File: config.mk
export PLATFORM = sky130hd
export DESIGN_NAME = cau_queue
export DESIGN_NICKNAME = d
export VERILOG_FILES = /design/src/cau_pkg.sv /design/src/cau_queue.sv
export SDC_FILE = /design/constraint.sdc
export NUM_CORES = 1
export LEC_CHECK = 0
export ABC_AREA = 1
export BUFFER_PORTS_ARGS = -buffer_cell sky130_fd_sc_hd__buf_2
export CORE_ASPECT_RATIO = 0.8
export CORE_MARGIN = 1.5
export CORE_UTILIZATION = 46
export DETAILED_ROUTE_END_ITERATION = 6
export PLACE_DENSITY = 0.78
export REMOVE_ABC_BUFFERS = 1
export SYNTH_ARGS = -nofsm -noshare
export SYNTH_HDL_FRONTEND = slang
export SYNTH_SLANG_ARGS = --single-unit
File: constraint.sdc
create_clock -name clk -period 1.5 [get_ports clk]
set_input_delay 0.15 -clock clk [delete_from_list [all_inputs] [get_ports clk]]
set_output_delay 0.15 -clock clk [all_outputs]
set_load 0.02 [all_outputs]
File: src/cau_pkg.sv
// Shared definitions for the complex arithmetic unit: operation and status codes,
// default widths and the queue depth. No dependencies.
package cau_pkg;

  localparam int CAU_DATA_WIDTH = 16;
  localparam int CAU_FRAC_BITS  = 8;
  localparam int CAU_QDEPTH     = 4;

  localparam logic [2:0] OP_ADD = 3'd0;
  localparam logic [2:0] OP_SUB = 3'd1;
  localparam logic [2:0] OP_MUL = 3'd2;
  localparam logic [2:0] OP_DIV = 3'd3;
  localparam logic [2:0] OP_MAG = 3'd4;

  localparam logic [1:0] ST_OK  = 2'd0;
  localparam logic [1:0] ST_DZ  = 2'd1;
  localparam logic [1:0] ST_OVF = 2'd2;

endpackage

File: src/cau_queue.sv
// Short register queue between the front end and the back end.
// Depends on cau_pkg for the default depth.
module cau_queue import cau_pkg::*; #(
  parameter int WIDTH = 8,
  parameter int DEPTH = CAU_QDEPTH
) (
  input  logic             clk,
  input  logic             rst_n,
  input  logic             push_valid,
  output logic             push_ready,
  input  logic [WIDTH-1:0] push_data,
  output logic             pop_valid,
  input  logic             pop_ready,
  output logic [WIDTH-1:0] pop_data
);

  localparam int AW = (DEPTH > 1) ? $clog2(DEPTH) : 1;

  logic [WIDTH-1:0] mem_r [0:DEPTH-1];
  logic [AW-1:0]    wr_ptr_r, wr_ptr_nxt;
  logic [AW-1:0]    rd_ptr_r, rd_ptr_nxt;
  logic [AW:0]      cnt_r, cnt_nxt;
  logic             push, pop;

  assign push_ready = cnt_r != (AW+1)'(DEPTH);
  assign pop_valid  = cnt_r != '0;
  assign push       = push_valid && push_ready;
  assign pop        = pop_valid && pop_ready;
  assign pop_data   = mem_r[rd_ptr_r];

  always_comb begin
    wr_ptr_nxt = wr_ptr_r;
    rd_ptr_nxt = rd_ptr_r;
    cnt_nxt    = cnt_r;
    if (push) begin
      wr_ptr_nxt = (wr_ptr_r == AW'(DEPTH - 1)) ? '0 : wr_ptr_r + 1'b1;
    end
    if (pop) begin
      rd_ptr_nxt = (rd_ptr_r == AW'(DEPTH - 1)) ? '0 : rd_ptr_r + 1'b1;
    end
    if (push && !pop) begin
      cnt_nxt = cnt_r + 1'b1;
    end else if (pop && !push) begin
      cnt_nxt = cnt_r - 1'b1;
    end
  end

  always_ff @(posedge clk) begin
    if (!rst_n) begin
      wr_ptr_r <= '0;
      rd_ptr_r <= '0;
      cnt_r    <= '0;
    end else begin
      wr_ptr_r <= wr_ptr_nxt;
      rd_ptr_r <= rd_ptr_nxt;
      cnt_r    <= cnt_nxt;
    end
  end

  always_ff @(posedge clk) begin
    if (push) begin
      mem_r[wr_ptr_r] <= push_data;
    end
  end

endmodule

# After elaboration in Yosys (flattened, before gate mapping)
# Memory sizes are Yosys's and may differ from the RTL's. A register that Yosys moved wholly into a read port is not among the register bits.
# Index checks and enable logic that the tools add are counted.
# totals
ff_bits	7
ram_bits	32
in_bits	12
output_inout_bits	10
wordCells	27
n_memories	1
# op_classes
n_addsub	4
eq_ne	3
n_mux	8
n_reduce_logical	8
# mem_list
name	words	width	rd	rd_clocked_by_memory_dff	wr	line	source
mem_r	4	8	1	1	1	cau_queue.sv:19	logic [WIDTH-1:0] mem_r [0:DEPTH-1];
# ops
operator	count
2-to-1 mux 2 bit	4
2-to-1 mux 3 bit	2
adder 2 x 1 -> 2 bit (second input constant)	2
equality test 2 bit (second input constant)	2
logical AND 1 bit	4
adder 3 x 1 -> 3 bit (second input constant)	1
inequality test 3 bit (second input constant)	1
nonzero test 3 bit	1
subtractor 3 x 1 -> 3 bit (second input constant)	1
logical NOT 1 bit	2
2-to-1 mux 1 bit	2
nonzero test 2 bit	1

# Logic depth before layout (Yosys ltp)
# Gate-level depths: netlist (run 1).
# logic_depth
ltp_word	6
ltp_mapped	13
mapped_depth_nobuf	13

# Worst setup path after synthesis (run 1)
# Ideal clock, no wire load.
# synth_timing
kind	register to register
startpoint	reg cnt_r[1]
endpoint	reg cnt_r[2]
setup_time_ns	0.110
arrival_ns	1.656
required_time_ns	1.390
setup_slack_ns	-0.266
stages_incl_launch_ff	13
path_buffers	0
cell_sequence	dfxtp_1 > nor2_2 > nand2_1 > nand2_1 > ha_1 > inv_1 > fa_1 > inv_1 > nand2_1 > nand3_1 > nand2_1 > inv_1 > nor2_1
# synth_between
elab_chain_len	5
# synth_rtl
item	line	source
from (decl)	cau_queue.sv:22	logic [AW:0] cnt_r, cnt_nxt;
from (signal assigned)	cau_queue.sv:56	cnt_r <= cnt_nxt;
nonzero test 3 bit *	cau_queue.sv:26	assign pop_valid = cnt_r != '0;
net pop_valid	cau_queue.sv:12	output logic pop_valid,
logical AND 1 bit *	cau_queue.sv:28	assign pop = pop_valid && pop_ready;
logical NOT 1 bit	cau_queue.sv:41	if (push && !pop) begin
logical AND 1 bit	cau_queue.sv:41	
2-to-1 mux 3 bit / nonzero test 2 bit (equally long branches)	--	
# Mark *: on every way through the listed nets, which the timed path passes. The rest lies on a longest branch. The select of a mux whose other input is x is not followed.
# A chain may end at the register's enable or synchronous reset.

# Final worst setup path (run 1)
# layout_timing
startpoint	reg cnt_r[1]
endpoint	reg cnt_r[1]
# layout_lines
item	line	source
inequality test 3 bit	cau_queue.sv:25	assign push_ready = cnt_r != (AW+1)'(DEPTH);
logical AND 1 bit	cau_queue.sv:27	assign push = push_valid && push_ready;
net push	cau_queue.sv:23	logic push, pop;
logical AND 1 bit	cau_queue.sv:41	
2-to-1 mux 3 bit	cau_queue.sv:41	
net cnt_nxt[1]	cau_queue.sv:22	
# The timed path passes the listed nets, and every way through them passes these cells. The select of a mux whose other input is x is not followed.

==> results of run 1 <==
[registers in the layout, indices dropped and copies added (netlist names), named ones only]
name      flops
mem_r        32
cnt_r         3
rd_ptr_r      2
wr_ptr_r      2
[kinds of logic (layout without fill, tap and decap cells)]
family,count (synthesis),count (layout)
simple gates,51,51
flops,41,41
compound gates,28,28
buf+inv,19,62
fa+ha+maj,7,7
[through the flow]
step | cells | power [W] | utilization
finish | 231 | 0.00384 | 0.605
global route | 231 | 0.00412 | 0.605
CTS | 231 | 0.00375 | 0.597
detailed placement | 217 | 0.00284 | 0.548
global placement | 217 | 0.00276 | 0.548
floorplan | 144 | 0.00236 | -
[layer usage]
| metal | wire (um) | global-route usage | vias to the layer above |
|---|---|---|---|
| li1 | - | - | 581 |
| met1 | 1330 | 0.219 | 569 |
| met2 | 1560 | 0.287 | 27 |
| met3 | 161 | 0.0636 | 8 |
| met4 | 72 | 0.0863 | 0 |
| met5 | 0 | 0 | - |
[worst paths after layout]
check                     from           to  slack [ns]  cells after the start
hold reg to reg    rd_ptr_r[1]         flop        0.54                      4
setup reg to reg      cnt_r[1]     cnt_r[1]       -0.12                      9
setup / recovery      cnt_r[1]     cnt_r[1]       -0.12                      9
hold / removal    push_data[3]  mem_r[2][3]        0.06                      1
[cell type report]
type	count	area (um2)	area share
clock buffer	5	68.8	0.0328
clock inverter	3	17.5	0.00834
inverter	17	68.8	0.0328
multi-input combinational	86	507	0.241
sequential	41	1150	0.548
tap	42	52.6	0.0250
timing repair buffer	37	234	0.111
[power groups by stage]
stage	Combinational (W)	Sequential, W	Clock (W)
final	0.00158	0.00156	0.000697
after detailed placement	0.00129	0.00156	0
after global placement	0.00121	0.00155	0
after CTS	0.00149	0.00155	0.000710
after global routing	0.00177	0.00158	0.000765
after floorplan	0.000817	0.00155	0
[synth_stat cells, drive strengths merged]
cell and number:
fa 1, nand3b 1, inv 17, o21ai 18, a21oi 2, nand3 1, buf 2, ha 6
nand4 1, nand2 15, edfxtp 32, nor2 33, o22ai 8, dfxtp 9
[worst register-to-register path, stage by stage (launching register included)]
cell and delay, ns:
dfxtp_4 0.35, nor2_4 0.14, nand2_2 0.08, nand2_2 0.08, inv_2 0.06, ha_4 0.17, inv_2 0.06, fa_2 0.43
o21ai_2 0.12, nor2_1 0.05
[layout by cell type (no fill, tap or decap), drive strengths merged, types with 2 or more instances in the layout]
master | netlist | layout
nor2 | 33 | 33
o21ai | 18 | 18
ha | 6 | 6
edfxtp | 32 | 32
buf | 2 | 37
clkbuf | 0 | 5
inv | 17 | 17
clkinv | 0 | 2
o22ai | 8 | 8
dfxtp | 9 | 9
nand2 | 15 | 15
a21oi | 2 | 2
[what timing repair did]
item | in CTS | in global routing
setup endpoints to repair | 10 | 6
cloned | 0 | 0
pin swaps | 4 | 3
hold endpoints to repair | 0 | 0
buffers inserted | 6 | 0
gates resized for setup | 18 | 9
==> results by stage, run 1 <==
Die:
- In this run the vertical extent of the chip is 57.2 um.
- The floorplan die width is 70.8 um.
- The area of the die is 4050 um2.
- The area of the core is 3470 um2.
- The number of core rows is 19.
- The initial utilization of the core area, before any placement, comes to 0.487.
- The number of primary I/O pins is 22.

Cells and area:
- The final net count is 207.
- After routing the design area is 2100 um2.
- The number of antenna cells inserted is 0.
- The relative area change from synthesis to final layout is 24.2%.
- The final-layout fill cell count is 264.
- The fraction of final layout cells sized beyond drive strength 1 is 0.354.

Power:
- The worst-case vdd ir drop is 0.00102 V.
- The internal power summed over all cells is 0.00242 W.
- The net switching share of the total power is 0.371.
- The net switching power is 0.00142 W.
- The share of total power dissipated in combinational logic is 0.413.
- The clock network fraction of total power is 0.182.
- The power density over the cells is 1830 nW/um2.
- The leakage component of the power is 0.851 nW.
- The share of total power dissipated in sequential elements is 0.406.

Critical path:
- The type of destination of the critical path is a flop.
- The buffer and inverter count on the worst path is 2.
- Data arrives at the worst endpoint at 1.82 ns.
- For the worst setup path, the data required time is 1.70 ns.
- The element type at the critical path start is a flop.
- Along the worst path, the maximum fanout reaches 2.
- The signal on the critical path passes through nor2_4 > nand2_2 > nand2_2 > inv_2 > ha_4 > inv_2 > fa_2 > o21ai_2 > nor2_1.
- The slowest stage cell on the critical path is fa_2.
- The largest stage delay on the critical path is 0.43 ns.
- Broken down by cell family, the worst path's largest delay share belongs to adder cells.
- The type of the setup path with the least slack is reg2reg.

Clocking:
- The deepest clock path buffer count is 2.
- After clock tree synthesis, the clock-pin slew on the worst setup and hold paths is 0.08 ns.
- The clock latency of the later-clocked register in the worst-skew pair is 0.30 ns.
- The buffer cell driving the clock tree root is clkbuf_8.
- In this run, post-CTS hold repair placed 0 buffers.
- The total clock buffers created by CTS is 5.
- The CTS sink count is 41.
- The number of levels the H-tree was split into is 2.
- The TritonCTS clock tree is done.

STA:
- For the final routed database, the setup TNS stands at -0.226 ns.
- The final-report max-slew violation count is 0.
- Of the available clock period, the critical path in the final layout requires 1.08.
- The relative slew slack is 0.859.
- The peak clock frequency supported by timing is 617 MHz.
- For the pin with the worst max-slew slack, the measured transition is 0.211 ns.
- After layout, the worst setup slack is -0.122 ns.
- The setup clock skew after layout is 0.00724 ns.
- The setup-violating endpoint count in the final report is 2.
- Setup repair after global routing could not meet its margin everywhere.
- The time the worst path needs with I/O delays and setup is 1.62 ns.
- The worst hold margin is 0.0627 ns.
- The final number of hold-violating endpoints is 0.

Global route:
- The number of global-route vias before repair is 1153.
- The total routing usage reported by global routing is 0.179.
- The aggregate global routing overflow is 0.
- The number of antenna violations at the first check in global routing is 0.
- The maximum number of pins on one net before global-route repair is 17.
- The first global-routing pass estimated 5290 um of wire.

Synth:
- The share of the synthesized netlist area taken by xor and xnor gates is 0.
- The sequential area share after synthesis is 0.675.
- A synthesized cell averages 11.6 um2.
- Counting every instance in the synthesized netlist gives 146.
- After synthesis, the largest family of logic cells by area is simple AND/OR/NAND/NOR gates.
- After synthesis, the cell types taking the most area are edfxtp_1 (57%), dfxtp_1 (11%), nor2_1 (7.1%), ha_1 (4.4%), o21ai_0 (4.1%).
- The warning count from the yosys run is 0.
- The synthesized design contains 41 register bits.
- Of the total synthesized cell area, the portion taken by AND, OR, NAND and NOR gates is 0.122.
- The count of distinct cell types in the synthesized netlist is 19.
- The post-synthesis share of cell area spent on full adders, half adders and majority gates is 0.0563.
- The cell type with the highest aggregate area in the netlist is edfxtp_1.
- The cell area after synthesis is 1690 um2.
- The share of the synthesized area in compound gates (AO/OA/AOI/OAI) is 0.0955.
- Measured against the total synthesized area, the mux share comes to 0.
- The top-area cell type share of the netlist area is 0.568.

Route:
- After detailed routing, the average wire length per cell comes to 13.5 um.
- The remaining antenna violation count after routing is 0.
- The number of DRC markers in iteration 0 is 47.
- Dividing the detail-routed via count by the number of cells gives 5.13.
- The first detailed-routing pass ran for 4 iterations.
- The total length of routed wires is 3130 um.
- The total via count after detailed routing is 1185.
- For this run, design rule violations remaining after detail routing come to 0.

Hold path:
- The classification of the worst-slack hold path is in2reg.

Placement:
- The minimum setup slack after placement is -0.207 ns.
- The instance area after placement is 1900 um2.
- The global placement routability congestion is 0.719.
- In this run the tool buffered the top-level ports with 21 buffer cells.
- Detailed placement ended at an HPWL of 2070 um.

Job:
- Across the run, the number of max-cap violations was 0.

Status:
- The checks that failed: negative setup slack.
- The run finished, with violations left.
Note: power is estimated with default switching activity, not from simulation.
==> run 2, diff against run 1 <==
- BUFFER_PORTS_ARGS: -buffer_cell sky130_fd_sc_hd__buf_2 -> not set
- DONT_BUFFER_PORTS: not set -> 1
- PLACE_DENSITY: 0.78 -> 0.73
==> results by stage, run 2 (synthesis gave the netlist of run 1 again) <==
Status:
- Failing checks: negative setup slack (unchanged).
- Result of the run: complete, but fails checks (unchanged).

Global route:
- The wire length of the first global-routing pass is 5360 um (was 5290 um).
- The number of global-route vias before repair came to 1236 (was 1153).
- The maximum number of pins on one net before global-route repair was 17 (unchanged).
- The total routing usage reported by global routing came to 0.181 (was 0.179).
- The number of antenna violations at the first check in global routing came to 0 (unchanged).
- The aggregate global routing overflow was 0 (unchanged).

Clocking:
- The number of levels the H-tree was split into came to 2 (unchanged).
- The total clock buffers created by CTS is 5 (unchanged).
- The TritonCTS clock tree is done (unchanged).
- The clock-pin slew of the registers on the worst-case setup and hold paths is 0.07 ns (was 0.08 ns).
- The clock latency of the later-clocked register in the worst-skew pair was 0.29 ns (was 0.30 ns).
- The CTS sink count is 41 (unchanged).
- The deepest clock path buffer count came to 2 (unchanged).
- The buffer cell driving the clock tree root is clkbuf_8 (unchanged).

STA:
- The post-route clock period utilization is 1.11 (was 1.08).
- The slew at the pin closest to its max-slew limit is 0.287 ns (was 0.211 ns).
- The time the worst path needs with I/O delays and setup is 1.66 ns (was 1.62 ns).
- The worst setup margin was -0.163 ns (was -0.122 ns).
- The peak clock frequency supported by timing is 601 MHz (was 617 MHz).
- The setup clock skew after layout is 0.00399 ns (was 0.00724 ns).
- The worst hold margin was 0.0164 ns (was 0.0627 ns).
- The setup-violating endpoint count in the final report is 3 (was 2).
- Setup repair after global routing missed its margin: true (unchanged).
- The final-report max-slew violation count came to 0 (unchanged).
- The final setup TNS was -0.329 ns (was -0.226 ns).
- The relative slew slack was 0.808 (was 0.859).
- The final number of hold-violating endpoints is 0 (unchanged).

Route:
- The detailed-route vias per instance came to 5.21 (was 5.13).
- The mean routed wirelength per cell is 14.6 um (was 13.5 um).
- The number of design rule violations left after detail routing is 0 (unchanged).
- The total via count after detailed routing is 1213 (was 1185).
- The number of detailed-route iterations in the first pass came to 4 (unchanged).
- The remaining antenna violation count after routing came to 0 (unchanged).
- The number of DRC markers in iteration 0 is 94 (was 47).
- The total length of routed wires came to 3410 um (was 3130 um).

Critical path:
- The element type at the critical path start was a flop (unchanged).
- The arrival time at the worst endpoint is 1.89 ns (was 1.82 ns).
- The type of the setup path with the least slack was reg2reg (unchanged).
- The worst-path maximum fanout is 2 (unchanged).
- The critical path data required time came to 1.72 ns (was 1.70 ns).
- The type of destination of the critical path is a flop (unchanged).
- The setup slack of the most critical reg-to-reg path came to -0.16 ns (was -0.12 ns).

Hold path:
- The classification of the worst-slack hold path is in2reg (unchanged).

Power:
- The power density over the cells is 1890 nW/um2 (was 1830 nW/um2).
- The leakage component of the power was 0.884 nW (was 0.851 nW).
- The worst-case vdd ir drop is 0.00138 V (was 0.00102 V).

Job:
- The count of maximum capacitance violations is 0 (unchanged).

Cells and area:
- The number of antenna cells inserted was 0 (unchanged).
- Largest registers ranked by flip-flop count: mem_r x32, cnt_r x3 (unchanged).
- The flip-flop count of the largest register, all copies and words added is 32 (unchanged).
- The largest register by flop count is mem_r (unchanged).
- The fraction of final layout cells sized beyond drive strength 1 is 0.314 (was 0.354).
- The final net count came to 209 (was 207).
- The final core area utilization was 0.637 (was 0.605).
- Leading cell types in the layout, fill and taps excluded: nor2_1 (32), edfxtp_1 (32), buf_4 (26) (was nor2_1 (32), edfxtp_1 (32), buf_2 (19)).
- The relative area change from synthesis to final layout was 30.8% (was 24.2%).

Placement:
- The count of port buffers added during placement is 0 (was 21).
- The post-detailed-placement half-perimeter wirelength came to 2100 um (was 2070 um).
- The global placement routability congestion came to 0.736 (was 0.719).
- The minimum setup slack after placement is -0.194 ns (was -0.207 ns).

Die:
- The area of the die is 4050 um2 (unchanged).
- The number of primary I/O pins is 22 (unchanged).
- The die span in y came to 57.2 um (unchanged).
- The number of core rows is 19 (unchanged).
- The area of the core is 3470 um2 (unchanged).
- The effective utilization at floorplan was 0.487 (unchanged).
- The floorplan die width is 70.8 um (unchanged).
## run 2: cell count changes in the layout (fill, tap and decap cells not counted), moves of 2 or more
cell           previous run  this run
dlygate4sd3_1             0         9
buf_2                    19         0
buf_6                     1         4
inv_2                     2         4
buf_4                    17        26
## run 2: cell type report
cell class | count | area [um2]
fillers | 256 | 1260
well taps | 42 | 52.6
repair buffers | 39 | 330
clock buffers | 6 | 72.6
inverters | 17 | 66.3
flip-flops and latches | 41 | 1150
clock inverters | 2 | 35.0
multi-input cells | 86 | 505
## run 2: final timing paths
| kind | from | end | depth (start not counted) |
|---|---|---|---|
| max reg2reg | cnt_r[1] | cnt_r[2] | 11 |
| min | push_valid | wr_ptr_r[1] | 2 |
| max | cnt_r[1] | cnt_r[2] | 11 |
| min reg2reg | rd_ptr_r[1] | flop | 4 |
## run 2: per-layer routing
layer,share of wire,global-route usage
met5,0,0
met4,0.021,0.0863
met3,0.054,0.0707
met2,0.52,0.328
met1,0.40,0.183
## run 2: critical path, cell delays in order, from the launching register on
cell	delay [ns]
dfxtp_2	0.34
nor2_4	0.13
nand2_2	0.09
nand2_4	0.07
ha_4	0.14
inv_2	0.04
fa_2	0.35
nand2_2	0.08
nand3_1	0.08
nand2_1	0.10
inv_1	0.06
nor2_1	0.11
## run 2: timing repair
item | in CTS | in global routing
gates cloned | 0 | 0
setup buffers | 6 | 4
gates resized for setup | 12 | 17
endpoints found under the setup margin | 8 | 35
pin swaps | 7 | 4
hold buffers | 8 | 1
hold endpoints to repair | 41 | 9
## run 2: report_power, final
group          internal [W]  switching (W)  leakage [nW]
registers           0.00143       0.000121         0.369
clock network      0.000493       0.000349        0.0552
logic              0.000802       0.000981         0.459
## run 2: through the flow
stage | std cells | power (W) | cell area, um2
after floorplan | 144 | 0.00236 | 1670
after global placement | 207 | 0.00286 | 1880
after detailed placement | 207 | 0.00293 | 1880
after CTS | 229 | 0.00397 | 2140
after global routing | 233 | 0.00441 | 2210
final | 233 | 0.00417 | 2210
==> run 3, diff against run 2 <==
- CTS_BUF_LIST: not set -> sky130_fd_sc_hd__clkbuf_4
==> results by stage, run 3 (synthesis gave the netlist of run 1 again) <==
Status:
- Result of the run: complete, but fails checks (unchanged).
- Failing checks: negative setup slack (unchanged).

Critical path:
- The start of the worst register-to-register path is cnt_r[1] (unchanged).
- The critical path data required time came to 1.75 ns (was 1.72 ns).
- The type of destination of the critical path is a flop (unchanged).
- The worst-path maximum fanout was 2 (unchanged).
- The arrival time at the worst endpoint is 1.90 ns (was 1.89 ns).
- The setup slack of the most critical reg-to-reg path was -0.14 ns (was -0.16 ns).
- The element type at the critical path start is a flop (unchanged).
- The end point of the critical path is cnt_r[1] (was cnt_r[2]).
- The timing startpoint of the critical path is cnt_r[1] (unchanged).
- The endpoint of the worst-slack reg-to-reg timing path is cnt_r[1] (was cnt_r[2]).
- The type of the setup path with the least slack is reg2reg (unchanged).
- The worst reg-to-reg path cell count is 9 (was 11).

Clocking:
- The number of levels the H-tree was split into is 2 (unchanged).
- The TritonCTS clock tree is done (unchanged).
- The total clock buffers created by CTS is 5 (unchanged).
- The buffer cell driving the clock tree root was clkbuf_4 (was clkbuf_8).
- The clock-pin slew of the registers on the worst-case setup and hold paths is 0.12 ns (was 0.07 ns).
- The deepest clock path buffer count is 2 (unchanged).
- The clock latency of the later-clocked register in the worst-skew pair is 0.35 ns (was 0.29 ns).
- The CTS sink count was 41 (unchanged).

Placement:
- The instance area after placement was 1880 um2 (unchanged).
- The global placement routability congestion is 0.736 (unchanged).
- The instance count after placement with tap cells included is 207 (unchanged).
- The count of port buffers added during placement was 0 (unchanged).
- The post-detailed-placement half-perimeter wirelength is 2100 um (unchanged).

STA:
- The relative slew slack was 0.804 (was 0.808).
- The setup-violating endpoint count in the final report is 3 (unchanged).
- The slew at the pin closest to its max-slew limit is 0.294 ns (was 0.287 ns).
- The setup clock skew after layout is 0.0199 ns (was 0.00399 ns).
- The final-report max-slew violation count came to 0 (unchanged).
- The final number of hold-violating endpoints is 0 (unchanged).
- Setup repair after global routing missed its margin: true (unchanged).
- The peak clock frequency supported by timing came to 609 MHz (was 601 MHz).
- The worst setup margin is -0.143 ns (was -0.163 ns).
- The time the worst path needs with I/O delays and setup was 1.64 ns (was 1.66 ns).
- The post-route clock period utilization is 1.10 (was 1.11).

Die:
- The number of core rows is 19 (unchanged).
- The floorplan die width is 70.8 um (unchanged).
- The effective utilization at floorplan came to 0.487 (unchanged).
- The die span in y is 57.2 um (unchanged).
- The area of the die is 4050 um2 (unchanged).
- The number of primary I/O pins is 22 (unchanged).
- The area of the core is 3470 um2 (unchanged).

Route:
- The remaining antenna violation count after routing is 0 (unchanged).
- The mean routed wirelength per cell is 14.1 um (was 14.6 um).
- The number of design rule violations left after detail routing is 0 (unchanged).
- The number of DRC markers in iteration 0 is 77 (was 94).
- The total via count after detailed routing was 1195 (was 1213).
- The total length of routed wires is 3290 um (was 3410 um).
- The detailed-route vias per instance is 5.13 (was 5.21).
- The number of detailed-route iterations in the first pass was 4 (unchanged).

Global route:
- The wire length of the first global-routing pass came to 5240 um (was 5360 um).
- The number of antenna violations at the first check in global routing is 0 (unchanged).
- The aggregate global routing overflow is 0 (unchanged).
- The maximum number of pins on one net before global-route repair is 17 (unchanged).
- The number of global-route vias before repair is 1181 (was 1236).
- The total routing usage reported by global routing came to 0.178 (was 0.181).

Cells and area:
- The fraction of final layout cells sized beyond drive strength 1 came to 0.319 (was 0.314).
- The final-layout fill cell count is 247 (was 256).
- The number of antenna cells inserted was 0 (unchanged).
- The final net count is 209 (unchanged).
- The flip-flop count of the largest register, all copies and words added came to 32 (unchanged).
- The area taken by multi-input logic gates was 517 um2 (was 505 um2).
- The largest register by flop count is mem_r (unchanged).
- Leading cell types in the layout, fill and taps excluded: edfxtp_1 (32), nor2_1 (31), buf_4 (25) (was nor2_1 (32), edfxtp_1 (32), buf_4 (26)).
- Largest registers ranked by flip-flop count: mem_r x32, cnt_r x3 (unchanged).
- The area of all placed cells without fillers is 2210 um2 (about the same).
- The most common cell after layout, fill and taps aside is edfxtp_1.
- The register area is 1150 um2 (about the same).
- The non-filler instance count after layout is 233 (unchanged).
- The relative area change from synthesis to final layout is 30.6% (was 30.8%).

Power:
- The worst-case vdd ir drop came to 0.00136 V (was 0.00138 V).
- The leakage component of the power was 0.876 nW (was 0.884 nW).
- The power density over the cells is 1810 nW/um2 (was 1890 nW/um2).

Job:
- The count of maximum capacitance violations is 0 (unchanged).

Hold path:
- The classification of the worst-slack hold path is in2reg (unchanged).
[run 3: routing by layer]
layer,vias to the layer above,wire (um),share of wire,GRT usage
li1,589,-,-,-
met1,564,1330,0.40,0.199
met2,32,1680,0.51,0.308
met3,10,184,0.056,0.0512
met4,0,95,0.029,0.0997
met5,-,0,0,0
[run 3: what timing repair did]
item / 4_1_cts / 5_1_grt
endpoints found under the setup margin: 10 / 41
hold buffers: 10 / 0
buffers inserted: 6 / 3
pin swaps: 4 / 7
gates cloned: 0 / 0
gates resized for setup: 17 / 19
hold endpoints to repair: 41 / 0
[run 3: final cells by class]
cell class | count | area share
Inverter | 17 | 0.0323
Clock inverter | 2 | 0.0159
Tap cell | 42 | 0.0238
Timing Repair Buffer | 39 | 0.152
Sequential cell | 41 | 0.521
Multi-Input combinational cell | 86 | 0.234
Clock buffer | 6 | 0.0204
[run 3: metrics by stage]
| stage | hold WS (ns) | utilization | total power, W | setup WS [ns] | setup TNS, ns |
|---|---|---|---|---|---|
| after floorplan | 0.249 | - | 0.00236 | -0.266 | -0.504 |
| after CTS | 0.106 | 0.618 | 0.00384 | -0.0693 | -0.448 |
| after detailed placement | 0.249 | 0.541 | 0.00293 | -0.194 | -0.374 |
| final | 0.102 | 0.636 | 0.00399 | -0.143 | -0.338 |
| after global placement | 0.249 | 0.541 | 0.00286 | -0.108 | -0.188 |
| after global routing | 0.0956 | 0.636 | 0.00422 | -0.203 | -0.697 |
[run 3: power breakdown]
part	switching (W)	leakage, nW	total (W)	internal [W]
clock network	0.000332	0.0456	0.000699	0.000367
registers	0.000123	0.370	0.00155	0.00143
logic	0.000962	0.461	0.00174	0.000782
total	0.00142	0.876	0.00399	0.00258
[run 3: worst min-delay path by stage]
| stage | start | endpoint | slack (ns) | depth (start not counted) |
|---|---|---|---|---|
| floorplan | push_data[0] | mem_r[0][0] | 0.25 | 0 |
| global placement | push_data[7] | mem_r[0][7] | 0.25 | 0 |
| detailed placement | push_data[7] | mem_r[2][7] | 0.25 | 0 |
| CTS | pop_ready | cnt_r[0] | 0.11 | 3 |
| global route | pop_ready | cnt_r[0] | 0.1 | 3 |
| finish | pop_ready | cnt_r[0] | 0.10 | 3 |
[run 3: worst max-delay path, cell delays in order, from the launching register on]
cell and delay [ns]:
dfxtp_2 0.36, nor2_4 0.15, nand2_2 0.08, nand2_2 0.08, inv_2 0.05, ha_4 0.16, inv_2 0.06, fa_2 0.43
o21ai_2 0.12, nor2_1 0.06
